===== config.mk =====
export PLATFORM = sky130hd
export DESIGN_NAME = lvl_ctrl
export DESIGN_NICKNAME = d
export VERILOG_FILES = /design/src/rtl/core/lvl_pkg.sv /design/src/rtl/core/lvl_ctrl.sv
export SDC_FILE = /design/constraint.sdc
export NUM_CORES = 1
export LEC_CHECK = 0
export BUFFER_PORTS_ARGS = -buffer_cell sky130_fd_sc_hd__buf_2
export CAP_MARGIN = 20
export CORE_AREA = 5 5 59 61
export DETAILED_ROUTE_END_ITERATION = 16
export DIE_AREA = 0 0 64 66
export PLACE_DENSITY = 0.46
export SLEW_MARGIN = 30
export SYNTH_ARGS = -nofsm -noshare
export SYNTH_HDL_FRONTEND = slang
export SYNTH_SLANG_ARGS = --single-unit

===== constraint.sdc =====
create_clock -name clk -period 3.9 [get_ports clk]
set_input_delay 1.17 -clock clk [delete_from_list [all_inputs] [get_ports clk]]
set_output_delay 1.17 -clock clk [all_outputs]
set_load 0.02 [all_outputs]

===== src/rtl/core/lvl_pkg.sv =====
`default_nettype none
package lvl_pkg;

  localparam int RING_DEPTH = 4096;
  localparam int AW         = $clog2(RING_DEPTH);
  localparam int LEN_W      = AW + 1;
  localparam int SMP_W      = 16;
  localparam int GAIN_W     = 16;
  localparam int AMP_W      = 32;
  localparam int MAG_W      = SMP_W + 1;
  localparam int DIFF_W     = AMP_W + 2;
  localparam int XPROD_W    = DIFF_W + LEN_W;
  localparam int DVD_W      = 39;
  localparam int DVS_W      = AMP_W;
  localparam int CFG_W      = 16;

  localparam logic [LEN_W-1:0] LEN_MIN = LEN_W'(2);
  localparam logic [LEN_W-1:0] LEN_MAX = LEN_W'(RING_DEPTH);

  localparam logic [7:0]        STRENGTH_RST = 8'd204;
  localparam logic [GAIN_W-1:0] MAX_GAIN_RST = 16'd5120;
  localparam logic [LEN_W-1:0]  LENGTH_RST   = LEN_W'(RING_DEPTH);
  localparam logic [1:0]        CHANNELS_RST = 2'd2;

  // 2^(2^-k) in Q1.30, k = 8 - bit position of the fraction
  localparam logic [30:0] EXP_TAB [8] = '{
    31'd1076653033, 31'd1079572136, 31'd1085434106, 31'd1097253708,
    31'd1121280435, 31'd1170923762, 31'd1276901417, 31'd1518500250
  };

  typedef enum logic [1:0] {
    CFG_STRENGTH = 2'd0,
    CFG_MAX_GAIN = 2'd1,
    CFG_LENGTH   = 2'd2,
    CFG_CHANNELS = 2'd3
  } cfg_idx_t;

  typedef enum logic [4:0] {
    ST_CLR_INIT, ST_CLEAR, ST_IDLE,
    ST_G_START, ST_G_DIV, ST_G_NORM, ST_G_SQ_MUL, ST_G_SQ_UPD, ST_G_LOG,
    ST_G_EXP_CHK, ST_G_EXP_MUL, ST_G_EXP_UPD, ST_G_EXP_FIN, ST_G_CAP,
    ST_RING, ST_SCALE, ST_OUT, ST_TRK, ST_INC_MUL, ST_INC_SEL,
    ST_SC_RD, ST_SC_MAG, ST_SC_MUL, ST_SC_CMP, ST_SC_FIN, ST_SLOPE_DIV
  } ctrl_state_t;

  typedef enum logic [4:0] {
    OP_NONE, OP_CLR_INIT, OP_CLEAR, OP_LATCH,
    OP_G_START, OP_G_DIV, OP_G_NORM, OP_G_SQ_MUL, OP_G_SQ_UPD, OP_G_LOG,
    OP_G_EXP_CHK, OP_G_EXP_MUL, OP_G_EXP_UPD, OP_G_EXP_FIN, OP_G_CAP,
    OP_RING, OP_SCALE, OP_OUT, OP_TRK, OP_INC_MUL, OP_INC_SEL,
    OP_SC_RD, OP_SC_MAG, OP_SC_MUL, OP_SC_CMP, OP_SC_FIN, OP_SLOPE_DIV
  } dp_op_t;

  typedef struct packed {
    logic clr_done;
    logic amp_zero;
    logic amp_big;
    logic norm_done;
    logic k_last;
    logic exp_sat;
    logic div_done;
    logic out_busy;
    logic rescan;
    logic scan_last;
    logic cfg_flush;
  } dp_status_t;

endpackage
`default_nettype wire


===== src/rtl/core/lvl_ctrl.sv =====
`default_nettype none
module lvl_ctrl import lvl_pkg::*; (
  input  logic       clk,
  input  logic       rst,
  input  logic       in_valid,
  input  logic       in_flush,
  input  dp_status_t st,
  output logic       in_ready,
  output dp_op_t     op
);

  ctrl_state_t state, state_next;

  always_ff @(posedge clk) begin
    if (rst) begin
      state <= ST_CLR_INIT;
    end else begin
      state <= state_next;
    end
  end

  always_comb begin
    state_next = state;
    if (st.cfg_flush) begin
      state_next = ST_CLR_INIT;
    end else begin
      case (state)
        ST_CLR_INIT:  state_next = ST_CLEAR;
        ST_CLEAR:     if (st.clr_done) state_next = ST_IDLE;
        ST_IDLE:      if (in_valid) state_next = in_flush ? ST_CLR_INIT : ST_G_START;
        ST_G_START: begin
          if (st.amp_zero) begin
            state_next = ST_G_CAP;
          end else if (st.amp_big) begin
            state_next = ST_G_DIV;
          end else begin
            state_next = ST_G_NORM;
          end
        end
        ST_G_DIV:     if (st.div_done) state_next = ST_G_CAP;
        ST_G_NORM:    if (st.norm_done) state_next = ST_G_SQ_MUL;
        ST_G_SQ_MUL:  state_next = ST_G_SQ_UPD;
        ST_G_SQ_UPD:  state_next = st.k_last ? ST_G_LOG : ST_G_SQ_MUL;
        ST_G_LOG:     state_next = ST_G_EXP_CHK;
        ST_G_EXP_CHK: state_next = st.exp_sat ? ST_G_CAP : ST_G_EXP_MUL;
        ST_G_EXP_MUL: state_next = ST_G_EXP_UPD;
        ST_G_EXP_UPD: state_next = st.k_last ? ST_G_EXP_FIN : ST_G_EXP_MUL;
        ST_G_EXP_FIN: state_next = ST_G_CAP;
        ST_G_CAP:     state_next = ST_RING;
        ST_RING:      state_next = ST_SCALE;
        ST_SCALE:     state_next = ST_OUT;
        ST_OUT:       if (!st.out_busy) state_next = ST_TRK;
        ST_TRK:       state_next = st.rescan ? ST_SC_RD : ST_INC_MUL;
        ST_INC_MUL:   state_next = ST_INC_SEL;
        ST_INC_SEL:   state_next = ST_SLOPE_DIV;
        ST_SC_RD:     state_next = ST_SC_MAG;
        ST_SC_MAG:    state_next = ST_SC_MUL;
        ST_SC_MUL:    state_next = ST_SC_CMP;
        ST_SC_CMP:    state_next = st.scan_last ? ST_SC_FIN : ST_SC_RD;
        ST_SC_FIN:    state_next = ST_SLOPE_DIV;
        ST_SLOPE_DIV: if (st.div_done) state_next = ST_IDLE;
        default:      state_next = ST_CLR_INIT;
      endcase
    end
  end

  always_comb begin
    in_ready = (state == ST_IDLE) && !st.cfg_flush;
    op       = OP_NONE;
    case (state)
      ST_CLR_INIT:  op = OP_CLR_INIT;
      ST_CLEAR:     op = OP_CLEAR;
      ST_IDLE:      if (in_valid && in_ready && !in_flush) op = OP_LATCH;
      ST_G_START:   op = OP_G_START;
      ST_G_DIV:     op = OP_G_DIV;
      ST_G_NORM:    op = OP_G_NORM;
      ST_G_SQ_MUL:  op = OP_G_SQ_MUL;
      ST_G_SQ_UPD:  op = OP_G_SQ_UPD;
      ST_G_LOG:     op = OP_G_LOG;
      ST_G_EXP_CHK: op = OP_G_EXP_CHK;
      ST_G_EXP_MUL: op = OP_G_EXP_MUL;
      ST_G_EXP_UPD: op = OP_G_EXP_UPD;
      ST_G_EXP_FIN: op = OP_G_EXP_FIN;
      ST_G_CAP:     op = OP_G_CAP;
      ST_RING:      op = OP_RING;
      ST_SCALE:     op = OP_SCALE;
      ST_OUT:       if (!st.out_busy) op = OP_OUT;
      ST_TRK:       op = OP_TRK;
      ST_INC_MUL:   op = OP_INC_MUL;
      ST_INC_SEL:   op = OP_INC_SEL;
      ST_SC_RD:     op = OP_SC_RD;
      ST_SC_MAG:    op = OP_SC_MAG;
      ST_SC_MUL:    op = OP_SC_MUL;
      ST_SC_CMP:    op = OP_SC_CMP;
      ST_SC_FIN:    op = OP_SC_FIN;
      ST_SLOPE_DIV: op = OP_SLOPE_DIV;
      default:      op = OP_NONE;
    endcase
  end

endmodule
`default_nettype wire


==> summary.md <==
The run gives 938 sq um as the standard cell area after detailed placement. For the largest clock skew in the final design, the log shows 0.00555 ns. The number of max-slew violations in the final report is 0, and the later-pin clock latency in the skew report is 0.24 ns. H-tree level count: 1. In this run the most critical hold path is launched from state[0]$_SDFFE_PP0P_. The root buffer cell chosen for the clock tree is clkbuf_4. Yosys mapped a number of flops with a built-in enable equal to 0. The global routing usage on met2 is 19.7%. Classification of the worst setup path: input port to output port.

The largest registers in the layout are state: 5 flops. The hold path endpoint is state[0]$_SDFFE_PP0P_. For this block, the initial DRC count from the detailed router was 36. The proportion of layout cells with a drive suffix above 1 came out at 23.2%.

The number of hold-slack violations in the final timing report was 0; the clock transition at the registers of the reported paths was 0.05 ns. Pin placement for this block handled 21 I/O pins. Counting cells, the worst reg-to-reg path comes to 5. By count the netlist is led by 11 x nor2_1, 10 x o21ai_0, 9 x a21oi_1, 9 x buf_2, 9 x nand2_1. The total power divided by cell area works out to 171 mW/mm^2. Of all cell types, the one taking the most synthesized area is dfxtp_1. In this run, post-CTS repair resized a total of 0 instances.

Data arrival time of the critical path: 2.13 ns. By area, the combinational part of the netlist is dominated by simple AND/OR/NAND/NOR gates. Setup violations remaining at the end of the flow were counted as 0.

The number of sinks driven by the clock tree came out at 5. The first detailed-routing pass ran for 4 iterations. Maximum number of pins on one net before global-route repair: 26. Summed over all cells, the static leakage comes to 0.378 nW. The area fraction in compound gates after synthesis was 36.4%; the required time of the critical path was 2.73 ns. Global routing consumed, on the met1 layer, 18.1% of the routing resources. After detailed routing, the number of remaining DRC violations is 0. Across the VDD grid, the largest voltage drop is 0.116 mV. The slew at the pin closest to its max-slew limit was 0.814 ns; the via count was 980. Of the total synthesized cell area, the portion taken by XOR and XNOR cells is 2.09%. The count of antenna-violating nets left after detailed routing is 0. In the synthesized netlist, the number of instances is 123. The total length of routed wires was 2670 um; the remaining global-route overflow was 0. After layout, the design draws a total of 0.165 mW. For this run, the number of Yosys warnings is 0.

The async set-reset flop share out of synthesis was 0%. Count of buffers inserted at the top-level ports: 20. For this run, the leading register cell type out of synthesis is dfxtp_1. Headroom to the max-slew limit came out at 45.7%. The number of distinct library cell variants in the gate-level netlist after synthesis is 47.

By instance count, the leading cell after synthesis is nor2_1. The worst register-to-register path begins at state[0]$_SDFFE_PP0P_. The global routing usage on met3 is 1.87%, and the starting utilization of the core area is 28.6%. After Yosys synthesis, and, or, nand and nor cells account for 40.6% of the synthesized area.

Setup repair after global routing left no endpoint under its margin. The worst setup path is launched from an input port. Final critical-path required period: 3.30 ns. The logs give 20 for the row count and 0.303 GHz for the top achievable clock speed. Along the worst path, the maximum fanout reaches 5. In the post-synthesis netlist, the biggest area contributors are dfxtp_1 12%, o21ai_0 6.0%, a21oi_1 5.4%. Number of antenna violations at the first check in global routing: 0. The tools report the largest buffer count on any clock path as 2.

Counting the buffers created by CTS gives 3. The number of violations of the max-capacitance limit came out at 0. The post-synthesis sequential element count is 5, and the average instance area after synthesis is 6.82 sq um.

After filler insertion, the fill cell instance count of the layout stands at 340. Summing every instance area after synthesis gives 838 sq um. Summed over its instances, the top area cell type makes up 11.9% of the synthesized netlist area.

The worst setup path is captured at an output port. met2 is the most crowded layer. Hold is met by 0.825 ns. The final weighted congestion in routability-driven placement was 0.775.

The die is 64 um wide. Share of synthesized area spent on multiplexers: 0%. Post-CTS setup-driven buffer insertion count: 0. The final layout net count is 154, and the floorplan die area is 0.00422 sq mm. For flop-to-flop paths, the worst setup slack is 1.71 ns. Detailed placement finished with a half-perimeter wire length of 1990 um. The via density per instance was 5.73; the count of antenna diodes in the layout was 0. The register containing the most flip-flops in the final layout was state. Vertical die dimension: 66 um. The net count after synthesis is 138, and the flip-flop count of the largest register after layout is 5. TritonCTS built the clock tree.

The min-delay analysis places its worst path in the category flip-flop to flip-flop. Along the worst hold path, the cell count comes to 2. Area inside the core boundary: 0.00293 sq mm.

The arithmetic-cell share of the synthesized area counting full adders, half adders and majority gates was 0%. The run finished with clean final reports. The first global-routing pass estimated 4370 um of wire.

Per-cell routed wire length: 15.6 um. Relative to the synthesized area, the layout overhead comes to 15.1%. The final standard cell area without fillers is 965 sq um.

For the final routed database, the setup TNS stands at 0 ns. For the total of hold buffers inserted after clock tree synthesis, the log shows 0. The final clock period utilization by the worst path works out to 84.7%. The tools report the fraction of the yosys area taken by sequential cells as 11.9%.

The capturing point of the worst reg2reg path is state[3]$_SDFFE_PP0P_. The number of global-route vias before repair was 903. The overall routing resource usage is 12.6%.
## report_power, final
group / switching (mW) / leakage [nW] / internal (mW) / total [mW]
logic: 0.0258 / 0.323 / 0.0199 / 0.0457
registers: 0.00776 / 0.0405 / 0.0527 / 0.0605
clock network: 0.0201 / 0.0150 / 0.0386 / 0.0588
total: 0.0536 / 0.378 / 0.111 / 0.165
## final cells by class
class	instances	area, sq um	area share, %
multi-input cells	103	663	68.7
well taps	33	41.3	4.28
inverters	3	11.3	1.17
repair buffers	23	123	12.7
clock buffers	4	26.3	2.72
flip-flops and latches	5	100	10.4
## worst max-delay path by stage
stage,from,endpoint,slack (ns),cells past startpoint
2_1_floorplan,st[3],op[0],0.66,3
3_3_place_gp,st[0],op[0],0.61,6
3_5_place_dp,st[0],op[0],0.59,6
4_1_cts,st[0],op[0],0.59,6
5_1_grt,st[0],op[0],0.52,6
6_report,st[0],op[0],0.60,6
## routing by layer
layer | wire [um] | part of all wire, %
met5 | 0 | 0
met4 | 26 | 0.97
met3 | 149 | 5.6
met2 | 1200 | 45
met1 | 1300 | 49
## kinds of logic (layout without fill, tap and decap cells)
logic type	Yosys count	count (layout)
AND/OR/NAND/NOR	55	55
AO/OA/AOI/OAI	46	46
buffers and inverters	15	30
flip-flops	5	5
XOR/XNOR	2	2
## worst max-delay path: stages
cell      delay, ns
buf_2          0.13
nor2_1         0.05
a2111o_1       0.42
nand2_1        0.07
a221oi_1       0.07
buf_2          0.21
## stage by stage
step	cells	util, %	setup WS, ns
after floorplan	123	-	0.662
after global placement	167	32.1	0.608
after detailed placement	167	32.1	0.594
after CTS	171	32.9	0.592
after global routing	171	32.9	0.521
final	171	32.9	0.596
## cells in the final DEF, fill, tap and decap left out, types with 2 or more instances in the layout
cell,synthesis,layout
and3b_1,2,2
nor3b_1,3,3
dfxtp_1,5,5
clkbuf_4,0,3
nor4b_1,2,2
nand3b_1,2,2
buf_2,9,20
nor2_1,11,11
a21oi_1,9,9
nor2b_1,2,2
o21ai_1,3,3
or3_1,5,5
nand3_1,2,2
a221oi_1,3,3
nor3_1,4,4
o22ai_1,3,3
nand2b_1,4,4
a31oi_1,5,5
o21ai_0,10,10
a21o_1,2,2
nand2_1,9,9
buf_4,0,3
inv_1,2,2
No activity file was read; power rests on OpenSTA's default activity.
